### config.mk
export PLATFORM = sky130hd
export DESIGN_NAME = five_way_short_long_press_classifier
export DESIGN_NICKNAME = d
export VERILOG_FILES = /design/src/rtl/fwsl_pkg.sv /design/src/rtl/fwsl_csr.sv /design/src/rtl/fwsl_core.sv /design/src/rtl/five_way_short_long_press_classifier.sv
export SDC_FILE = /design/constraint.sdc
export NUM_CORES = 1
export LEC_CHECK = 0
export BUFFER_PORTS_ARGS = -buffer_cell sky130_fd_sc_hd__buf_2
export CORE_UTILIZATION = 57
export CTS_BUF_LIST = sky130_fd_sc_hd__clkbuf_4
export DETAILED_ROUTE_END_ITERATION = 12
export HOLD_SLACK_MARGIN = 0.02
export PLACE_DENSITY = 0.88
export SLEW_MARGIN = 10
export SYNTH_ARGS = -nofsm -noshare
export SYNTH_HDL_FRONTEND = slang
export SYNTH_SLANG_ARGS = --single-unit
### constraint.sdc
create_clock -name clock -period 5 [get_ports clock]
set_input_delay 1 -clock clock [delete_from_list [all_inputs] [get_ports clock]]
set_output_delay 1 -clock clock [all_outputs]
set_load 0.01 [all_outputs]
### src/rtl/fwsl_pkg.sv
`timescale 1ns / 1ps
// ----------------------------------------------------------------------------
// fwsl_pkg: shared types and constants of the five-way press classifier
// Holds the phase encoding, button codes, register indexes and the small
// mapping functions used by the classifier core.
// ----------------------------------------------------------------------------
package fwsl_pkg;

   localparam int COUNTER_WIDTH = 16;
   localparam int CMP_WIDTH     = (COUNTER_WIDTH > 16) ? COUNTER_WIDTH : 16;
   localparam int LINES         = 5;

   localparam logic [7:0]  SETTLE_RESET = 8'd50;
   localparam logic [15:0] LONG_RESET   = 16'd950;

   // Register indexes on the configuration port (byte address bit 2).
   localparam logic REG_SETTLE = 1'b0;
   localparam logic REG_LONG   = 1'b1;

   // Button codes.
   localparam logic [2:0] BTN_NONE   = 3'd0;
   localparam logic [2:0] BTN_UP     = 3'd1;
   localparam logic [2:0] BTN_RIGHT  = 3'd2;
   localparam logic [2:0] BTN_DOWN   = 3'd3;
   localparam logic [2:0] BTN_LEFT   = 3'd4;
   localparam logic [2:0] BTN_CENTER = 3'd5;

   typedef enum logic [1:0] {
      PH_IDLE   = 2'd0,
      PH_SETTLE = 2'd1,
      PH_TIMING = 2'd2,
      PH_WAIT   = 2'd3
   } phase_type;

   typedef struct packed {
      logic [7:0]  settle_ticks;
      logic [15:0] long_ticks;
   } cfg_type;

   // Lowest set line wins when several rise together.
   function automatic logic [2:0] lowest_code(input logic [LINES-1:0] bits);
      logic [2:0] code;
      code = BTN_NONE;
      if (bits[4]) code = BTN_CENTER;
      if (bits[3]) code = BTN_LEFT;
      if (bits[2]) code = BTN_DOWN;
      if (bits[1]) code = BTN_RIGHT;
      if (bits[0]) code = BTN_UP;
      return code;
   endfunction

   // Long-press priority: right, up, down, left, center.
   function automatic logic [2:0] long_code(input logic [LINES-1:0] lv);
      logic [2:0] code;
      code = BTN_NONE;
      if (lv[4]) code = BTN_CENTER;
      if (lv[3]) code = BTN_LEFT;
      if (lv[2]) code = BTN_DOWN;
      if (lv[0]) code = BTN_UP;
      if (lv[1]) code = BTN_RIGHT;
      return code;
   endfunction

endpackage

### src/rtl/fwsl_csr.sv
`timescale 1ns / 1ps
// ----------------------------------------------------------------------------
// fwsl_csr: configuration registers
// APB-style register file holding the settle and long-press limits.
// ----------------------------------------------------------------------------
module fwsl_csr
   import fwsl_pkg::*;
(
   input  logic        clock,
   input  logic        reset,
   input  logic        csr_psel,
   input  logic        csr_penable,
   input  logic        csr_pwrite,
   input  logic [2:0]  csr_paddr,
   input  logic [31:0] csr_pwdata,
   output logic [31:0] csr_prdata,
   output logic        csr_pready,
   output cfg_type     cfg
);

   logic [7:0]  settle_ff, settle_in;
   logic [15:0] long_ff, long_in;
   logic        wr_en;

   assign csr_pready = 1'b1;
   assign wr_en      = csr_psel & csr_penable & csr_pwrite;

   always_comb begin
      settle_in = settle_ff;
      long_in   = long_ff;
      if (wr_en) begin
         case (csr_paddr[2])
            REG_SETTLE: settle_in = csr_pwdata[7:0];
            REG_LONG:   long_in   = csr_pwdata[15:0];
            default:    ;
         endcase
      end
   end

   always_ff @(posedge clock) begin
      if (reset) begin
         settle_ff <= SETTLE_RESET;
         long_ff   <= LONG_RESET;
      end else begin
         settle_ff <= settle_in;
         long_ff   <= long_in;
      end
   end

   always_comb begin
      case (csr_paddr[2])
         REG_SETTLE: csr_prdata = {24'd0, settle_ff};
         REG_LONG:   csr_prdata = {16'd0, long_ff};
         default:    csr_prdata = 32'd0;
      endcase
   end

   assign cfg.settle_ticks = settle_ff;
   assign cfg.long_ticks   = long_ff;

endmodule

### src/rtl/fwsl_core.sv
`timescale 1ns / 1ps
// ----------------------------------------------------------------------------
// fwsl_core: press classifier step and result register
// Takes one registered tick, updates phase and hold counter, and loads a
// press event into the result register.
// ----------------------------------------------------------------------------
module fwsl_core
   import fwsl_pkg::*;
(
   input  logic             clock,
   input  logic             reset,
   input  cfg_type          cfg,
   input  logic             tick_valid,
   input  logic [LINES-1:0] tick_levels,
   output logic             tick_take,
   output logic             rsp_valid,
   input  logic             rsp_ready,
   output logic [2:0]       rsp_button_code,
   output logic             rsp_long_press
);

   localparam logic [COUNTER_WIDTH-1:0] CNT_MAX = {COUNTER_WIDTH{1'b1}};

   phase_type                phase_ff, phase_in;
   logic [LINES-1:0]         prev_ff, prev_in;
   logic [2:0]               active_ff, active_in;
   logic [COUNTER_WIDTH-1:0] tick_ff, tick_in;
   logic                     rsp_valid_ff, rsp_valid_in;
   logic [2:0]               code_ff, code_in;
   logic                     long_ff, long_in;

   logic [LINES-1:0]         rise;
   logic [COUNTER_WIDTH-1:0] tick_up;
   logic [CMP_WIDTH-1:0]     tick_up_x, settle_x, limit_x;
   logic                     held;
   logic                     emit;
   logic [2:0]               emit_code;
   logic                     emit_long;
   logic [2:0]               lcode;

   assign tick_take = tick_valid & (~rsp_valid_ff | rsp_ready);
   assign rise      = tick_levels & ~prev_ff;
   assign tick_up   = (tick_ff == CNT_MAX) ? tick_ff : tick_ff + 1'b1;
   assign tick_up_x = CMP_WIDTH'(tick_up);
   assign settle_x  = CMP_WIDTH'(cfg.settle_ticks);
   assign limit_x   = (cfg.long_ticks == 16'd0) ? CMP_WIDTH'(1) : CMP_WIDTH'(cfg.long_ticks);
   assign lcode     = long_code(tick_levels);

   always_comb begin
      case (active_ff)
         BTN_UP:     held = tick_levels[0];
         BTN_RIGHT:  held = tick_levels[1];
         BTN_DOWN:   held = tick_levels[2];
         BTN_LEFT:   held = tick_levels[3];
         BTN_CENTER: held = tick_levels[4];
         default:    held = 1'b0;
      endcase
   end

   always_comb begin
      phase_in  = phase_ff;
      prev_in   = prev_ff;
      active_in = active_ff;
      tick_in   = tick_ff;
      emit      = 1'b0;
      emit_code = active_ff;
      emit_long = 1'b0;
      if (tick_take) begin
         prev_in = tick_levels;
         case (phase_ff)
            PH_IDLE: begin
               if (rise != '0) begin
                  active_in = lowest_code(rise);
                  tick_in   = '0;
                  phase_in  = (cfg.settle_ticks != 8'd0) ? PH_SETTLE : PH_TIMING;
               end
            end
            PH_SETTLE: begin
               tick_in = tick_up;
               if (tick_up_x >= settle_x) begin
                  tick_in  = '0;
                  phase_in = PH_TIMING;
               end
            end
            PH_TIMING: begin
               if (!held) begin
                  emit     = 1'b1;
                  phase_in = PH_IDLE;
               end else begin
                  tick_in = tick_up;
                  if (tick_up_x >= limit_x) begin
                     emit      = (lcode != BTN_NONE);
                     emit_code = lcode;
                     emit_long = 1'b1;
                     phase_in  = PH_WAIT;
                  end
               end
            end
            PH_WAIT: begin
               if (!held) phase_in = PH_IDLE;
            end
            default: phase_in = PH_IDLE;
         endcase
      end
   end

   // The result register is reloaded on every tick taken; otherwise it
   // empties once the beat has been taken downstream.
   always_comb begin
      rsp_valid_in = rsp_valid_ff;
      code_in      = code_ff;
      long_in      = long_ff;
      if (tick_take) begin
         rsp_valid_in = emit;
         code_in      = emit_code;
         long_in      = emit_long;
      end else if (rsp_ready) begin
         rsp_valid_in = 1'b0;
      end
   end

   always_ff @(posedge clock) begin
      if (reset) begin
         phase_ff     <= PH_IDLE;
         prev_ff      <= '0;
         active_ff    <= BTN_NONE;
         tick_ff      <= '0;
         rsp_valid_ff <= 1'b0;
      end else begin
         phase_ff     <= phase_in;
         prev_ff      <= prev_in;
         active_ff    <= active_in;
         tick_ff      <= tick_in;
         rsp_valid_ff <= rsp_valid_in;
      end
   end

   always_ff @(posedge clock) begin
      code_ff <= code_in;
      long_ff <= long_in;
   end

   assign rsp_valid       = rsp_valid_ff;
   assign rsp_button_code = code_ff;
   assign rsp_long_press  = long_ff;

   a_active_known: assert property (@(posedge clock) disable iff (reset)
      phase_ff != PH_IDLE |-> (active_ff >= BTN_UP && active_ff <= BTN_CENTER))
      else $error("active button out of range during a press");

   a_settle_bound: assert property (@(posedge clock) disable iff (reset)
      phase_ff == PH_SETTLE |-> CMP_WIDTH'(tick_ff) < CMP_WIDTH'(cfg.settle_ticks))
      else $error("settle count reached its limit without leaving settle");

   a_stall_holds: assert property (@(posedge clock) disable iff (reset)
      rsp_valid_ff && !rsp_ready |=> $stable(phase_ff) && $stable(tick_ff))
      else $error("state moved while the result beat was stalled");

   a_event_from_timing: assert property (@(posedge clock) disable iff (reset)
      $rose(rsp_valid_ff) |-> $past(phase_ff) == PH_TIMING)
      else $error("press event raised outside the timing phase");

endmodule

### src/rtl/five_way_short_long_press_classifier.sv
`timescale 1ns / 1ps
// ----------------------------------------------------------------------------
// five_way_short_long_press_classifier: joystick short/long press events
//
//   channel  direction  handshake               payload
//   req_     in         req_valid / req_ready   req_button_levels[4:0]
//   rsp_     out        rsp_valid / rsp_ready   rsp_button_code[2:0], rsp_long_press
//   csr_     in         psel/penable, pready=1  settle (0x0), long (0x4)
//
// One tick beat is taken per cycle unless the result beat stalls; a tick
// passes through the input register and the classifier step into the result
// register. The throughput is set by the combinational classifier step.
// Reset is synchronous and returns the limits to 50 and 950 ticks.
// A stalled result beat holds the step and the tick waiting in the input
// register; req_ready stays low while both are full and the stall lasts.
// ----------------------------------------------------------------------------
module five_way_short_long_press_classifier
   import fwsl_pkg::*;
(
   input  logic        clock,
   input  logic        reset,
   input  logic        req_valid,
   output logic        req_ready,
   input  logic [4:0]  req_button_levels,
   output logic        rsp_valid,
   input  logic        rsp_ready,
   output logic [2:0]  rsp_button_code,
   output logic        rsp_long_press,
   input  logic        csr_psel,
   input  logic        csr_penable,
   input  logic        csr_pwrite,
   input  logic [2:0]  csr_paddr,
   input  logic [31:0] csr_pwdata,
   output logic [31:0] csr_prdata,
   output logic        csr_pready
);

   cfg_type          cfg;
   logic             in_valid_ff, in_valid_in;
   logic [LINES-1:0] in_levels_ff, in_levels_in;
   logic             tick_take;

   assign req_ready = ~in_valid_ff | tick_take;

   always_comb begin
      in_valid_in  = in_valid_ff;
      in_levels_in = in_levels_ff;
      if (req_ready) begin
         in_valid_in  = req_valid;
         in_levels_in = req_button_levels;
      end
   end

   always_ff @(posedge clock) begin
      if (reset) begin
         in_valid_ff <= 1'b0;
      end else begin
         in_valid_ff <= in_valid_in;
      end
   end

   always_ff @(posedge clock) begin
      in_levels_ff <= in_levels_in;
   end

   fwsl_csr u_csr (
      .clock       (clock),
      .reset       (reset),
      .csr_psel    (csr_psel),
      .csr_penable (csr_penable),
      .csr_pwrite  (csr_pwrite),
      .csr_paddr   (csr_paddr),
      .csr_pwdata  (csr_pwdata),
      .csr_prdata  (csr_prdata),
      .csr_pready  (csr_pready),
      .cfg         (cfg)
   );

   fwsl_core u_core (
      .clock           (clock),
      .reset           (reset),
      .cfg             (cfg),
      .tick_valid      (in_valid_ff),
      .tick_levels     (in_levels_ff),
      .tick_take       (tick_take),
      .rsp_valid       (rsp_valid),
      .rsp_ready       (rsp_ready),
      .rsp_button_code (rsp_button_code),
      .rsp_long_press  (rsp_long_press)
   );

endmodule

# ---- Yosys cells after proc, flatten, opt, wreduce, memory -nomap -nowiden
# Cells that the tools add are included.
dict set report word_totals {
  wordCells 85
  in_bits 47
  register_bits 61
}
dict set report op_classes {
  n_bitwise 10
  eq_ne 14
  addsub 1
  n_lt_le_gt_ge 2
  reduce_logical 13
  n_mux 34
}
# op count
set op_table {}
lappend op_table {{$mux 16} 5}
lappend op_table {{$pmux 32 s2} 1}
lappend op_table {{$pmux 16 s3} 1}
lappend op_table {{$mux 3} 13}
lappend op_table {{$add 16x1->16 const B} 1}
lappend op_table {{$eq 16x16->1 const B} 1}
lappend op_table {{$ge 16x16->1} 1}
lappend op_table {{$ge 16x8->1} 1}
lappend op_table {{$logic_not 16->1} 1}
lappend op_table {{$mux 2} 6}
lappend op_table {{$pmux 2 s4} 1}
lappend op_table {{$reduce_bool 8->1} 1}
lappend op_table {{$eq 3x2->1 const B} 2}
lappend op_table {{$eq 3x3->1 const B} 2}
lappend op_table {{$mux 1} 6}
lappend op_table {{$ne 2x1->1 const B} 3}
lappend op_table {{$reduce_and 2->1} 3}
lappend op_table {{$reduce_bool 3->1} 2}
lappend op_table {{$and 5x5->5} 1}
lappend op_table {{$not 5->5} 1}
lappend op_table {{$pmux 1 s5} 1}
lappend op_table {{$reduce_and 5->1} 1}
lappend op_table {{$reduce_bool 5->1} 1}
lappend op_table {{$eq 2x2->1 const B} 2}
lappend op_table {{other kinds (11)} 16}

# ---- Depth between registers and ports, before layout
dict set report depth {
  ltp_word 10
  depth_mapped 18
  depth_no_buf 16
}

# ---- Cells and area by module
# Synthesis repeated with hierarchy kept, for this count alone.
dict set report unflattened {
  hier_cells 488
  hier_area_um2 4274.1
}
# mod area_each_um2 instances cells_each seq_area_each_um2
set by_module_without_submodules {}
lappend by_module_without_submodules {fwsl_core 2753.9 1 342 660.6}
lappend by_module_without_submodules {fwsl_csr 1323.8 1 137 480.5}
lappend by_module_without_submodules {five_way_short_long_press_classifier 196.4 1 9 170.2}

# ---- Worst setup path after synthesis
# No wires, ideal clock.
dict set report synth_path {
  path_kind {register to register}
  start {reg u_core.tick_ff[0]}
  end {reg u_core.code_ff[0], in the netlist u_core.rsp_button_code[0], data pin}
  slack_ns 1.262
  t_required_ns 4.738
  t_arrival_ns 3.476
  path_buffers 1
  synth_period_minus_slack_ns 3.738
  stages_incl_launch_ff 17
  cell_sequence {dfxtp_1 > ha_1 > nand3_2 > or3_1 > buf_2 > nor2_8 > nor2_1 > and3_1 > xor2_1 > ha_1 > and3_1 > nand3_1 > a21oi_1 > o21ai_1 > a2111o_1 > a31oi_2 > mux2_1}
}
dict set report synth_via {
  elab_chain_cells 6
}
# element line
set synth_lines {}
lappend synth_lines {{start: declaration} fwsl_core.sv:27} ;# logic [COUNTER_WIDTH-1:0] tick_ff, tick_in;
lappend synth_lines {{start signal: assignment} fwsl_core.sv:133} ;# tick_ff <= tick_in;
lappend synth_lines {{$add 16x1->16 / $eq 16x16->1 (equally long branches)} fwsl_core.sv:43} ;# assign tick_up = (tick_ff == CNT_MAX) ? tick_ff : tick_ff + 1'b1;
lappend synth_lines {{$mux 16 (*)} fwsl_core.sv:43}
lappend synth_lines {{$ge 16x16->1 (*)} fwsl_core.sv:91} ;# if (tick_up_x >= limit_x) begin
lappend synth_lines {{$mux 3 (*)} fwsl_core.sv:91}
lappend synth_lines {{$mux 3 (*)} fwsl_core.sv:86} ;# if (!held) begin
lappend synth_lines {{$mux 3 (*)} fwsl_core.sv:70} ;# case (phase_ff)
lappend synth_lines {{via u_core.emit_code[0]} fwsl_core.sv:37} ;# logic [2:0] emit_code;
lappend synth_lines {{end signal: assignment} fwsl_core.sv:139} ;# code_ff <= code_in;
lappend synth_lines {{end: declaration} fwsl_core.sv:29} ;# logic [2:0] code_ff, code_in;
# Mark *: on every way through the listed nets, which the timed path passes. The rest lies on a longest branch.
# A chain may end at the register's enable or synchronous reset.

# ---- Final worst setup path
dict set report layout_path {
  start {reg u_core.tick_ff[0]}
  end {reg u_core.tick_ff[10]}
}
dict set report layout_via {
  elab_chain_cells 5
}
# element line
set layout_lines {}
lappend layout_lines {{$add 16x1->16 / $eq 16x16->1 (equally long branches)} fwsl_core.sv:43}
lappend layout_lines {{$mux 16 (*)} fwsl_core.sv:43}
lappend layout_lines {{$ge 16x8->1} fwsl_core.sv:80} ;# if (tick_up_x >= settle_x) begin
lappend layout_lines {{$mux 16} fwsl_core.sv:80}
lappend layout_lines {{$pmux 16 s3 (*)} fwsl_core.sv:70}
# Mark *: on every way between the ends. The rest lies on a longest branch, timed or not. The select of a mux whose other input is x is not followed.

==> impl_metrics.json <==
{
  "dp_hpwl_um": 6560,
  "cp-start-kind": "flop",
  "start_util_pct": 59.9,
  "maxCapViolCount": 0,
  "wire_per_inst_um": 14.3,
  "path_class": "flop to flop",
  "ys_top_cells_by_area": "dfxtp_1 27%, ha_1 8.7%, edfxtp_1 7.0%, nand2_1 6.8%, nor2_1 4.8%",
  "routed_wl_um": 8660,
  "clk_latency_ns": 0.42,
  "layout_common_cells": "70 x nand2_1, 52 x dfxtp_1, 50 x buf_2",
  "drc": 3,
  "startpoint": "u_core.tick_ff[0]",
  "finalNonFillerCells": 606,
  "postLayoutCoreUtil_pct": 65.3,
  "clk_path_buf_depth": 2,
  "drt_first_iter_violations": 233,
  "netlist_area_um2": 3870,
  "post_cts_buffers": 0,
  "synth_cells": 480,
  "cts_tree": "yes",
  "period_share_pct": 86.3,
  "fmax_mhz": 232,
  "die_y_um": 84.4,
  "clkPwrFrac_pct": 34.8,
  "boundaryPins": 86,
  "clockRootBuffer": "clkbuf_4",
  "worstPathMaxFanout": 18,
  "violations": "DRC",
  "setup_viol_count_final": 0,
  "die_x_um": 84.4,
  "die_area_um2": 7120,
  "io_buffer_count": 50,
  "avgSynthCellArea_um2": 8.06,
  "status": "complete, but fails checks",
  "hold_class": "flop to flop",
  "p_int_w": 0.000702,
  "gr-total-overflow": 0,
  "cts.sinks": 61,
  "rsz0062_at_grt": "no",
  "crit_arrival_ns": 4.67,
  "synth_edf_count": 9,
  "hold_buffers": 0,
  "relSlewSlack_pct": 42.5,
  "grt_pass1_vias": 3158,
  "nets": 598,
  "fp-row-count": 29,
  "yosys_warnings": 0,
  "p_sw_share_pct": 28.0,
  "synth_cell_types": 58,
  "yosysTopAreaCellShare_pct": 26.9,
  "post_drt_via_cell_ratio": 5.88,
  "grt_pass1_wl_um": 14600,
  "yosysSeqAreaShare_pct": 33.9,
  "end_kind": "flop",
  "min_path_cells": 2,
  "power_frac_comb_pct": 11.2,
  "grt_usage_pct": 25.7,
  "hold_viol": 0,
  "cp.required_ns": 5.35,
  "layout-drive-gt1-share_pct": 14.9,
  "htree_levels": 3,
  "min_from": "u_core.prev_ff[0]",
  "r2r-start": "u_core.tick_ff[0]",
  "clk_pin_slew_ns": 0.11,
  "core_area_um2": 6460,
  "async_reset_ff_share_pct": 0,
  "antenna_found_initial": 0,
  "synth_area_leader_cell": "dfxtp_1",
  "postRouteAntennaNets": 0,
  "gp_congestion": 0.888,
  "dp_cells": 590,
  "tightest_slew_ns": 0.859,
  "drv_slew": 0,
  "areaGrowthSynthToFinish_pct": 9.06,
  "cts_resized": 0,
  "ir_drop_uv": 211,
  "fin_skew_ns": 0.00635,
  "synth-seq-cells": 61,
  "p_leak_nw": 1.85,
  "p_switching_w": 0.000273,
  "antenna_cells": 0,
  "seqPwrFrac_pct": 54.0,
  "grt_max_degree": 44,
  "cts_buffers": 9,
  "worst-r2r-cell-count": 16,
  "power_density_nw_per_um2": 231,
  "period_needed_ns": 4.32,
  "synth_flop_cell": "dfxtp_1",
  "num_vias": 3561,
  "setup_tns_ns": 0,
  "final_common_cell": "nand2_1",
  "first_pass_iters": 10
}
## power groups by stage
stage	clock (W)	sequential [W]	combinational, W
6_report	0.000339	0.000527	0.000109
5_1_grt	0.000366	0.000529	0.000122
4_1_cts	0.000339	0.000526	0.000107
3_5_place_dp	0	0.000537	0.000107
3_3_place_gp	0	0.000536	0.000104
2_1_floorplan	0	0.000534	0.0000838
## registers in the layout, indices dropped and copies added (netlist names)
signal and count:
in_levels_ff 5, u_core.prev_ff 5, u_core.phase_ff 2, u_core.rsp_valid 1, in_valid_ff 1, u_core.rsp_long_press 1, u_core.tick_ff 16, u_core.active_ff 3
u_csr.long_ff 16, u_csr.settle_ff 8, u_core.rsp_button_code 3
## per-layer routing
| layer | GRT usage, % | wire length (um) |
|---|---|---|
| met1 | 34.3 | 3930 |
| met2 | 39.9 | 4010 |
| met3 | 5.70 | 515 |
| met4 | 12.0 | 203 |
| met5 | 0 | 0 |
## final cells by class
cell class,instances,area (um^2)
Sequential cell,61,1310
Clock inverter,7,66.3
Fill cell,503,2240
Multi-Input combinational cell,370,2300
Timing Repair Buffer,52,265
Inverter,30,113
Tap cell,77,96.3
Clock buffer,9,67.6
## synthesized netlist by cell type, drive strengths merged (3+ instances only)
library cell / count
a31oi: 7
mux2: 7
nand2: 70
nor4: 9
o211ai: 9
o31ai: 4
mux2i: 9
a211oi: 5
nor3b: 3
o21ai: 22
nand2b: 10
dfxtp: 52
nor3: 7
nand4: 8
nand3b: 4
ha: 27
inv: 29
nor2b: 6
xnor2: 5
clkbuf: 13
a22oi: 13
buf: 21
xor2: 4
edfxtp: 9
and4: 3
nor2: 50
a21o: 6
nand3: 17
a21oi: 31
## cell families after synthesis
family                   after synthesis  share of synthesized area [%]
adder cells (fa/ha/maj)               27                           8.73
other                                  2                          0.194
flip-flops                            61                           33.9
multiplexers                          16                           4.37
buffers and inverters                 64                           8.12
AND/OR/NAND/NOR                      196                           24.9
AO/OA/AOI/OAI                        105                           17.8
XOR/XNOR                               9                           2.04
## worst max-delay path: stages, from the launching register on
cell and delay (ns):
dfxtp_1 0.46, ha_1 0.24, nand3_2 0.15, or3_1 0.56
nor2_8 0.20, nor2_1 0.08, and3_1 0.20, xor2_1 0.29
ha_1 0.31, and4_1 0.18, o21ai_0 0.07, o21ai_0 0.09
nor4_1 0.36, nand4_1 0.24, a21oi_4 0.50, nand3_1 0.16
a31oi_1 0.17
## worst paths after layout
kind	to	slack, ns
worst max-delay path	u_core.tick_ff[10]	0.68
worst min-delay path	u_core.prev_ff[0]	0.45
worst max register to register	u_core.tick_ff[10]	0.68
worst min register to register	u_core.prev_ff[0]	0.45
## metrics by stage
stage	power, W	instance area [um^2]	setup WS [ns]	hold WS [ns]
after floorplan	0.000618	3930	1.26	0.431
after global placement	0.000640	4090	0.821	0.439
after detailed placement	0.000644	4090	0.752	0.442
after CTS	0.000972	4220	0.727	0.457
after global routing	0.00102	4220	0.412	0.483
final	0.000975	4220	0.683	0.455
Power figures use the tool's default switching activity.
